**src/design/kgpq_pkg.sv**
```systemverilog
// ----------------------------------------------------------------------------
// kgpq_pkg
// Shared types, constants and helpers for the keyframe-gated packet queue.
// ----------------------------------------------------------------------------
package kgpq_pkg;

  localparam int QUEUE_DEPTH = 256;
  localparam int PTR_W       = $clog2(QUEUE_DEPTH);
  localparam int CNT_W       = $clog2(QUEUE_DEPTH + 1);

  localparam int PTS_W    = 64;
  localparam int DUR_W    = 32;
  localparam int SIZE_W   = 24;
  localparam int HANDLE_W = 32;
  localparam int MS_W     = 32;
  localparam int CNT32_W  = 32;
  localparam int BYTES_W  = 64;
  localparam int HEALTH_W = 3;
  localparam int CFG_W    = 16;
  localparam int APB_W    = 32;
  localparam int PADDR_W  = 4;

  localparam int CMDQ_DEPTH = 2;
  localparam int CMDQ_PTR_W = $clog2(CMDQ_DEPTH);
  localparam int CMDQ_CNT_W = $clog2(CMDQ_DEPTH + 1);

  // divide by 1000, four quotient bits per cycle
  localparam int DIV_K      = 1000;
  localparam int DIV_REM_W  = $clog2(DIV_K);
  localparam int DIV_STEP   = 4;
  localparam int DIV_ITERS  = MS_W / DIV_STEP;
  localparam int DIV_CNT_W  = $clog2(DIV_ITERS);
  localparam int DIFF_W     = PTS_W + 1;
  localparam int SUM_W      = PTS_W + 2;
  localparam logic [SUM_W-1:0] SAT_LIMIT = SUM_W'(DIV_K) << MS_W;

  typedef enum logic [1:0] {
    OP_PUSH       = 2'd0,
    OP_POP        = 2'd1,
    OP_CONNECT    = 2'd2,
    OP_DISCONNECT = 2'd3
  } op_t;

  typedef enum logic [1:0] {
    REG_MAX_BUFFER = 2'd0,
    REG_CONGESTED  = 2'd1,
    REG_WARNING    = 2'd2
  } reg_idx_t;

  localparam logic [HEALTH_W-1:0] HEALTH_DISCONNECTED = 3'd0;
  localparam logic [HEALTH_W-1:0] HEALTH_RECOVERING   = 3'd1;
  localparam logic [HEALTH_W-1:0] HEALTH_CONGESTED    = 3'd2;
  localparam logic [HEALTH_W-1:0] HEALTH_WARNING      = 3'd3;
  localparam logic [HEALTH_W-1:0] HEALTH_HEALTHY      = 3'd4;

  localparam logic [CFG_W-1:0] MAX_BUFFER_RST = 16'd1500;
  localparam logic [CFG_W-1:0] CONGESTED_RST  = 16'd750;
  localparam logic [CFG_W-1:0] WARNING_RST    = 16'd250;

  typedef struct packed {
    op_t                 op;
    logic                kf_ok;
    logic [PTS_W-1:0]    pts;
    logic [DUR_W-1:0]    dur;
    logic [SIZE_W-1:0]   size;
    logic [HANDLE_W-1:0] handle;
  } cmd_t;

  typedef struct packed {
    logic [CFG_W-1:0] max_buffer;
    logic [CFG_W-1:0] congested;
    logic [CFG_W-1:0] warning;
  } cfg_t;

  typedef struct packed {
    logic [PTS_W-1:0]    pts;
    logic [SIZE_W-1:0]   size;
    logic [HANDLE_W-1:0] handle;
  } entry_t;

  localparam int ENTRY_W = $bits(entry_t);

  typedef struct packed {
    logic             start;
    logic [PTS_W-1:0] first_pts;
    logic [PTS_W-1:0] last_pts;
    logic [DUR_W-1:0] dur;
  } div_req_t;

  typedef struct packed {
    logic            done;
    logic [MS_W-1:0] q;
  } div_rsp_t;

  function automatic logic [PTR_W-1:0] next_ptr(input logic [PTR_W-1:0] p);
    return (p == PTR_W'(QUEUE_DEPTH - 1)) ? '0 : p + PTR_W'(1);
  endfunction

  function automatic logic [HEALTH_W-1:0] health_code(input logic running,
                                                       input logic recovering,
                                                       input logic [MS_W-1:0] q,
                                                       input cfg_t cfg);
    logic [HEALTH_W-1:0] h;
    if (!running) h = HEALTH_DISCONNECTED;
    else if (recovering) h = HEALTH_RECOVERING;
    else if (q > MS_W'(cfg.congested)) h = HEALTH_CONGESTED;
    else if (q > MS_W'(cfg.warning)) h = HEALTH_WARNING;
    else h = HEALTH_HEALTHY;
    return h;
  endfunction

endpackage

```
**src/design/kgpq_front.sv**
```systemverilog
// ----------------------------------------------------------------------------
// kgpq_front
// Takes requests, decodes them and holds them in a two-entry command queue.
// ----------------------------------------------------------------------------
module kgpq_front (
  input  logic                          clk,
  input  logic                          rst_n,
  input  logic                          start,
  output logic                          busy,
  input  logic [1:0]                    in_opcode,
  input  logic                          in_is_video,
  input  logic                          in_is_keyframe,
  input  logic [kgpq_pkg::PTS_W-1:0]    in_pts,
  input  logic [kgpq_pkg::DUR_W-1:0]    in_pkt_duration,
  input  logic [kgpq_pkg::SIZE_W-1:0]   in_size_bytes,
  input  logic [kgpq_pkg::HANDLE_W-1:0] in_handle,
  output logic                          cmd_valid,
  output kgpq_pkg::cmd_t                cmd,
  input  logic                          cmd_ready
);
  import kgpq_pkg::*;

  cmd_t                  fifo_r [CMDQ_DEPTH];
  logic [CMDQ_PTR_W-1:0] wr_ptr_r, rd_ptr_r;
  logic [CMDQ_CNT_W-1:0] cnt_r;
  logic                  push, pop;
  cmd_t                  incoming;

  assign busy      = (cnt_r == CMDQ_CNT_W'(CMDQ_DEPTH));
  assign push      = start && !busy;
  assign cmd_valid = (cnt_r != '0);
  assign pop       = cmd_valid && cmd_ready;
  assign cmd       = fifo_r[rd_ptr_r];

  always_comb begin
    incoming.op     = op_t'(in_opcode);
    incoming.kf_ok  = in_is_video && in_is_keyframe;
    incoming.pts    = in_pts;
    incoming.dur    = in_pkt_duration;
    incoming.size   = in_size_bytes;
    incoming.handle = in_handle;
  end

  always_ff @(posedge clk) begin
    if (!rst_n) begin
      wr_ptr_r <= '0;
      rd_ptr_r <= '0;
      cnt_r    <= '0;
    end else begin
      if (push) begin
        wr_ptr_r <= wr_ptr_r + CMDQ_PTR_W'(1);
      end
      if (pop) begin
        rd_ptr_r <= rd_ptr_r + CMDQ_PTR_W'(1);
      end
      cnt_r <= cnt_r + CMDQ_CNT_W'(push) - CMDQ_CNT_W'(pop);
    end
  end

  always_ff @(posedge clk) begin
    if (push) begin
      fifo_r[wr_ptr_r] <= incoming;
    end
  end

endmodule

```
**config.mk**
```make
export PLATFORM = sky130hd
export DESIGN_NAME = kgpq_front
export DESIGN_NICKNAME = d
export VERILOG_FILES = /design/src/design/kgpq_pkg.sv /design/src/design/kgpq_front.sv
export SDC_FILE = /design/constraint.sdc
export NUM_CORES = 1
export LEC_CHECK = 0
export ABC_AREA = 1
export BUFFER_PORTS_ARGS = -buffer_cell sky130_fd_sc_hd__buf_2
export CAP_MARGIN = 20
export CORE_MARGIN = 3
export CORE_UTILIZATION = 52
export CTS_CLUSTER_SIZE = 24
export DETAILED_ROUTE_END_ITERATION = 7
export MAX_ROUTING_LAYER = met4
export PLACE_DENSITY = 0.9
export SETUP_SLACK_MARGIN = 0.1
export SYNTH_ARGS = -nofsm -noshare
export SYNTH_HDL_FRONTEND = slang
export SYNTH_SLANG_ARGS = --single-unit
```
**constraint.sdc**
```tcl
create_clock -name clk -period 14 [get_ports clk]
set_clock_uncertainty 0.15 [all_clocks]
set_input_delay 3.5 -clock clk [delete_from_list [all_inputs] [get_ports clk]]
set_output_delay 3.5 -clock clk [all_outputs]
set_load 0.05 [all_outputs]
```
Yosys cells after proc, flatten, opt, wreduce, memory -nomap -nowiden
Memories as Yosys holds them, arrays and structs flattened. A register that Yosys moved wholly into a read port is not among the register bits.
Cells that the tools add are included.
Widths: inputs -> output; s select.
{ "classes": {"n_reduce_logical": 5, "n_mux": 4, "n_eq_ne": 1, "add_sub_neg": 4} }
{ "op_table": {"columns": ["op", "n"], "rows": [
  ["$mux 1", 4],
  ["$logic_and 1x1->1", 3],
  ["$add 1x1->1 const B", 2],
  ["$add 2x1->2", 1],
  ["$eq 2x2->1 const B", 1],
  ["$reduce_bool 2->1", 1],
  ["$sub 2x1->2", 1],
  ["$logic_not 1->1", 1]
]} }
{ "totals": {"input_bits": 160, "reg_bits": 4, "out_inout_bits": 157, "wordCells": 18, "ram_bits": 310, "mem_count": 1} }
{ "memory_table": {"columns": ["name", "words", "word_bits", "read_ports", "rd_clocked_by_memory_dff", "wr", "line_no", "text"], "rows": [
  ["fifo_r", 2, 155, 1, 1, 1, "kgpq_front.sv:23", "cmd_t fifo_r [CMDQ_DEPTH];"]
]} }

Depth between registers and ports, before layout
Gate-level depths: netlist of the first run.
{ "logic_depth": {"word_depth": 5, "depth_mapped": 11, "ltp_nobuf": 11} }

Least setup slack after synthesis of the first run
Ideal clock, no wire load.
{ "synth_path": {"kind": "in2reg", "startpoint": "input start", "endpoint": "memory fifo_r[0][0] (netlist bit), enable pin", "required_time_ns": 13.179, "arrival_ns": 10.002, "path_buffers": 0, "path_slack_ns": 3.176, "setup_time_ns": 0.671, "stages": 2, "cell_sequence": "nand2_1 -> nor2_1"} }
{ "synth_between": {"elab_chain_len": 3} }
{ "synth_lines": {"columns": ["item", "line_no", "text"], "rows": [
  ["from (decl)", "kgpq_front.sv:8", "input logic start,"],
  ["$logic_and 1x1->1", "kgpq_front.sv:30", "assign push = start && !busy;"],
  ["$mux 1", "kgpq_front.sv:61", "if (push) begin"],
  ["$mux 1 (not written as such)", "kgpq_front.sv:62", "fifo_r[wr_ptr_r] <= incoming;"],
  ["to (decl)", "kgpq_front.sv:23", null]
]} }
No other way between the ends.

==> out/metrics.cfg, run 1 <==
[outcome]
status = complete, no violations

[placement]
port_buffers = 316
gp_congestion = 0.766
hpwl_um = 15100

[synth]
syn_nets = 684
avgSynthCellArea_um2 = 22.1
yosysWarnings = 0
synth_ff_type = edfxtp_1
yosysTopAreaCell = edfxtp_1
synth_edf_count = 310
async_reset_ff_share_pct = 0
yosysMostFrequentCell = edfxtp_1
ys_seq_area_share_pct = 81.6
ys_ff_latch = 315
synth_common_cells = edfxtp_1 (310), mux2_2 (155), clkbuf_8 (12)
synth_cells = 522
synthesis.area_um2 = 11500
synth_top_area_share_pct = 80.7
synth_area_leaders = edfxtp_1 (81%), mux2_2 (15%), clkbuf_8 (1.4%)
yosysUniqueCellTypes = 11

[timing]
post-route-period-util_pct = 50.3
setup_viol = 0
rsz0062_at_grt = no
fmax_ghz = 0.142
slew_viol_final = 0
hold_viol_final = 0
period_minus_slack_ps = 7040
maxSlewHeadroom_pct = 28.9
tns_ps = 0
worst_pin_slew_ps = 1070

[routing]
detail_route.vias_per_cell = 5.10
vias = 5923
first_iter_violations = 342
postRouteAntennaNets = 0
drc = 0
wl_per_cell_um = 19.4
first_pass_iters = 4
drt_wl_total_um = 22500

[clock_network]
clk_pin_slew_ps = 60
cts_resized = 0
post_cts_buffers = 0
cts_root_buf = clkbuf_16
cts_sinks = 315
cts_max_level = 1
cts_tree = done
cts_buffer_depth = 3
cts_buffers = 29
clock_latency_ps = 520
postCtsHoldBufs = 0

[global_route]
grt_pass1_wl_um = 33900
grt_usage_pct = 18.7
grt_start_max_net_pins = 91
antenna_found_initial = 7
gr-total-overflow = 0
first_global_vias = 6245

[setup_path]
crit_fanout = 69
arrival_ps = 3390
r2r_setup_slack_ps = 10930
crit_path_top_delay_cell = buf_4
crit_type = flip-flop to output port
rr_startpoint = cnt_r[0]
critPathCaptureType = output port
slowest_delay_ps = 760
worst-r2r-cell-count = 6
cp-start-kind = flip-flop
cp_data_required_time_ps = 10350
cp_common_cell = buf_4
reg2reg_to = fifo_r[0][118]
worstPathCellList = buf_4, buf_4, mux2_2, buf_2

[min_path]
hold_start = rd_ptr_r
hold_depth = 2
hp-class = flip-flop to flip-flop
hold_end = rd_ptr_r

[layout]
final_layout_size_suffix_gt1_share_pct = 58.7
area_growth_pct = 23.1
utilization_pct = 66.3
nNetsFinal = 1019

[power_and_ir_drop]
p_per_area_nw_per_um2 = 208
ir_drop_v = 0.000169
leakage_nw = 5.32

[die]
start_util_pct = 53.8
core_um2 = 21400
io_pins = 317
die_y_um = 155
die-area_um2 = 24000
rows = 53
die_w_um = 155

[flow_run]
max-cap-violations = 0

## cell usage in the layout (no fill, tap or decap)
cell / count
nor2_1: 7
buf_2: 316
dfxtp_4: 1
mux2_2: 155
edfxtp_1: 310
clkbuf_16: 29
clkinv_2: 3
nand2_1: 10
clkbuf_1: 12
bufinv_16: 1
clkinv_1: 4
ha_1: 2
a21oi_1: 2
diode_2: 7
dfxtp_1: 4
inv_1: 9
nor2_4: 1
inv_6: 1
nand3_1: 3
clkbuf_8: 4
buf_4: 5
## per-stage QoR
| stage | worst slack [ps] | cell area, um^2 | power (mW) | cells | hold WS [ps] |
|---|---|---|---|---|---|
| after floorplan | 3180 | 11500 | 2.08 | 522 | 317 |
| after global placement | 7500 | 13300 | 2.24 | 1101 | 338 |
| after detailed placement | 7470 | 13300 | 2.26 | 1101 | 348 |
| after CTS | 6920 | 14200 | 2.99 | 1154 | 366 |
| after global routing | 6780 | 14200 | 3.07 | 1161 | 392 |
| final | 6960 | 14200 | 2.95 | 1161 | 363 |
## cell type report
type | instances | area (um^2)
Antenna cell | 7 | 17.5
Timing Repair Buffer | 321 | 1620
Clock inverter | 8 | 60.1
Multi-Input combinational cell | 180 | 1870
Inverter | 10 | 42.5
Tap cell | 275 | 344
Clock buffer | 45 | 826
Sequential cell | 315 | 9410
Fill cell | 1408 | 7230
## worst max path at each step
stage / startpoint / to / slack (ps) / depth (start not counted)
after detailed placement: flip-flop / cmd[11] / 7470 / 4
final: flip-flop / cmd[22] / 6960 / 4
after floorplan: start / fifo_r[0][0] / 3180 / 2
after CTS: flip-flop / cmd[22] / 6920 / 4
after global routing: flip-flop / cmd[52] / 6780 / 4
after global placement: flip-flop / cmd[52] / 7500 / 4
## per-layer routing
metal | share of wire, % | routed length (um) | global-route usage (%) | vias up
met4 | 3.5 | 793 | 6.52 | 0
met2 | 51 | 11600 | 31.6 | 263
li1 | - | - | - | 2741
met3 | 8.0 | 1810 | 5.17 | 61
met5 | 0 | 0 | - | -
met1 | 37 | 8350 | 21.5 | 2858
## flip-flops by register name, summed over array words and instances (netlist names), named ones only
signal    count
cnt_r         2
fifo_r      310
rd_ptr_r      1
wr_ptr_r      1
## power by group
group	total, mW	internal, mW	switching [mW]
registers	1.24	1.20	0.0434
clock network	0.725	0.421	0.304
logic	0.987	0.256	0.731
total	2.95	1.88	1.08
## critical path: cells and delay by family, from the launching register on
kind | cells | cell delay, ps
buffers and inverters | 3 | 1620
DFF | 1 | 670
muxes | 1 | 420
## kinds of logic (layout without fill, tap and decap cells)
family / count (synthesis) / in the layout / share of synthesized area (%)
DFF: 315 / 315 / 81.6
buffers and inverters: 27 / 384 / 2.25
and+or+nand+nor: 21 / 21 / 0.716
other: 0 / 7 / 0
adders and majority gates: 2 / 2 / 0.217
muxes: 155 / 155 / 15.1
AOI/OAI and AO/OA: 2 / 2 / 0.0868
No activity file was read; power rests on OpenSTA's default activity.
==> run 2: changes to the inputs <==
Clock period 14 ns to 6.5 ns, I/O delays scaled along.
==> out/metrics.cfg, run 2 (synthesized netlist as in run 1, its figures left out) <==
[outcome]
status = complete, no violations

[power_and_ir_drop]
combinationalPowerShare_pct = 33.2
power.total_mw = 6.40
clkPwrFrac_pct = 24.7
p_switching_mw = 2.35
sw_frac_of_total_pct = 36.8
ir_drop_v = 0.000438
leakage_nw = 5.35
p_int_mw = 4.05
sequentialPowerShare_pct = 42.1
p_per_area_nw_per_um2 = 450

[routing]
vias = 6002
drt_wl_total_um = 22400
first_pass_iters = 4
detail_route.vias_per_cell = 5.19
drc = 0
wl_per_cell_um = 19.3
postRouteAntennaNets = 0
first_iter_violations = 407

[timing]
fmax_ghz = 0.226
hold_viol_final = 0
maxSlewHeadroom_pct = 34.6
rsz0062_at_grt = no
worst_pin_slew_ps = 980
timing.hold.ws_ps = 359
post-route-period-util_pct = 68.2
tns_ps = 0
setup_viol = 0
slew_viol_final = 0
period_minus_slack_ps = 4430

[die]
start_util_pct = 53.8
die_y_um = 155
die_w_um = 155
die-area_um2 = 24000
core_um2 = 21400
rows = 53
io_pins = 317

[setup_path]
cp-start-kind = flip-flop
arrival_ps = 2660
cp_data_required_time_ps = 4720
crit_fanout = 82
crit_type = flip-flop to output port
critPathCaptureType = output port

[global_route]
gr-total-overflow = 0
busiest_layer = met2
grt_pass1_wl_um = 33700
grt_start_max_net_pins = 84
met1_usage_pct = 21.5
grtUsageMet3_pct = 3.92
use_met2_pct = 32.1
antenna_found_initial = 3
first_global_vias = 6358
grt_usage_pct = 18.4

[layout]
fill_cells = 1419
final_cell_mix = buf_2 (316), edfxtp_1 (310), mux2_2 (155)
final_layout_size_suffix_gt1_share_pct = 59.0
reg_top3 = fifo_r x310, cnt_r x2
fin_area_um2 = 14200
area_growth_pct = 23.5
final_common_cell = buf_2
nNetsFinal = 1021
regMostFlops = fifo_r
largest_reg_flops = 310

[clock_network]
postCtsHoldBufs = 0
clock_latency_ps = 540
cts_resized = 0
clk_pin_slew_ps = 60
cts_max_level = 1
cts_sinks = 315
cts_root_buf = clkbuf_16
cts_buffers = 30
post_cts_buffers = 0
cts_tree = done
cts_buffer_depth = 3

[placement]
gp_congestion = 0.754
port_buffers = 316
hpwl_um = 14700
postPlaceCellArea_um2 = 13300

[flow_run]
max-cap-violations = 0

[min_path]
hp-class = flip-flop to flip-flop

[run 2: cell count changes in the layout (fill, tap and decap cells not counted), sizes merged]
cell / delta
buf: +1
clkinv: +5
clkbuf: -7
diode: -4
clkinvlp: +1
[run 2: power by group through the flow]
stage / registers [mW] / clock network, mW / logic, mW
2_1_floorplan: 2.70 / 0 / 1.75
3_3_place_gp: 2.72 / 0 / 2.10
3_5_place_dp: 2.74 / 0 / 2.12
4_1_cts: 2.70 / 1.62 / 2.13
5_1_grt: 2.73 / 1.70 / 2.22
6_report: 2.70 / 1.58 / 2.12
[run 2: final timing paths]
| kind | from | endpoint | slack, ps | depth (start not counted) |
|---|---|---|---|---|
| max | flip-flop | cmd[54] | 2070 | 3 |
| min | rd_ptr_r | flip-flop | 360 | 2 |
| max reg2reg | cnt_r[0] | fifo_r[1][50] | 3980 | 5 |
| min reg2reg | rd_ptr_r | flip-flop | 360 | 2 |
[run 2: worst max-delay path: stages (launching register included)]
cell     delay [ps]
dfxtp_4         960
buf_12          410
mux2_2          400
buf_2           220
[run 2: area by class of cell]
type	count	area [um^2]	share of cell area, %
sequential	315	9410	66.1
tap	275	344	2.42
inverter	10	42.5	0.299
timing repair buffer	322	1660	11.7
clock buffer	38	802	5.63
multi-input combinational	180	1870	13.1
clock inverter	14	93.8	0.659
antenna	3	7.51	0.0527
[run 2: routing by layer]
metal  wire (um)  up-vias
li1            -     2743
met1        8260     2948
met2       11700      261
met3        1650       50
met4         742        0
met5           0        -
[run 2: per-stage QoR]
| step | cells | setup slack, ps | util [%] |
|---|---|---|---|
| finish | 1157 | 2070 | 66.5 |
| floorplan | 522 | 172 | - |
| detailed placement | 1101 | 2590 | 62.2 |
| CTS | 1153 | 1990 | 66.3 |
| global placement | 1101 | 2590 | 62.2 |
| global route | 1157 | 1930 | 66.5 |
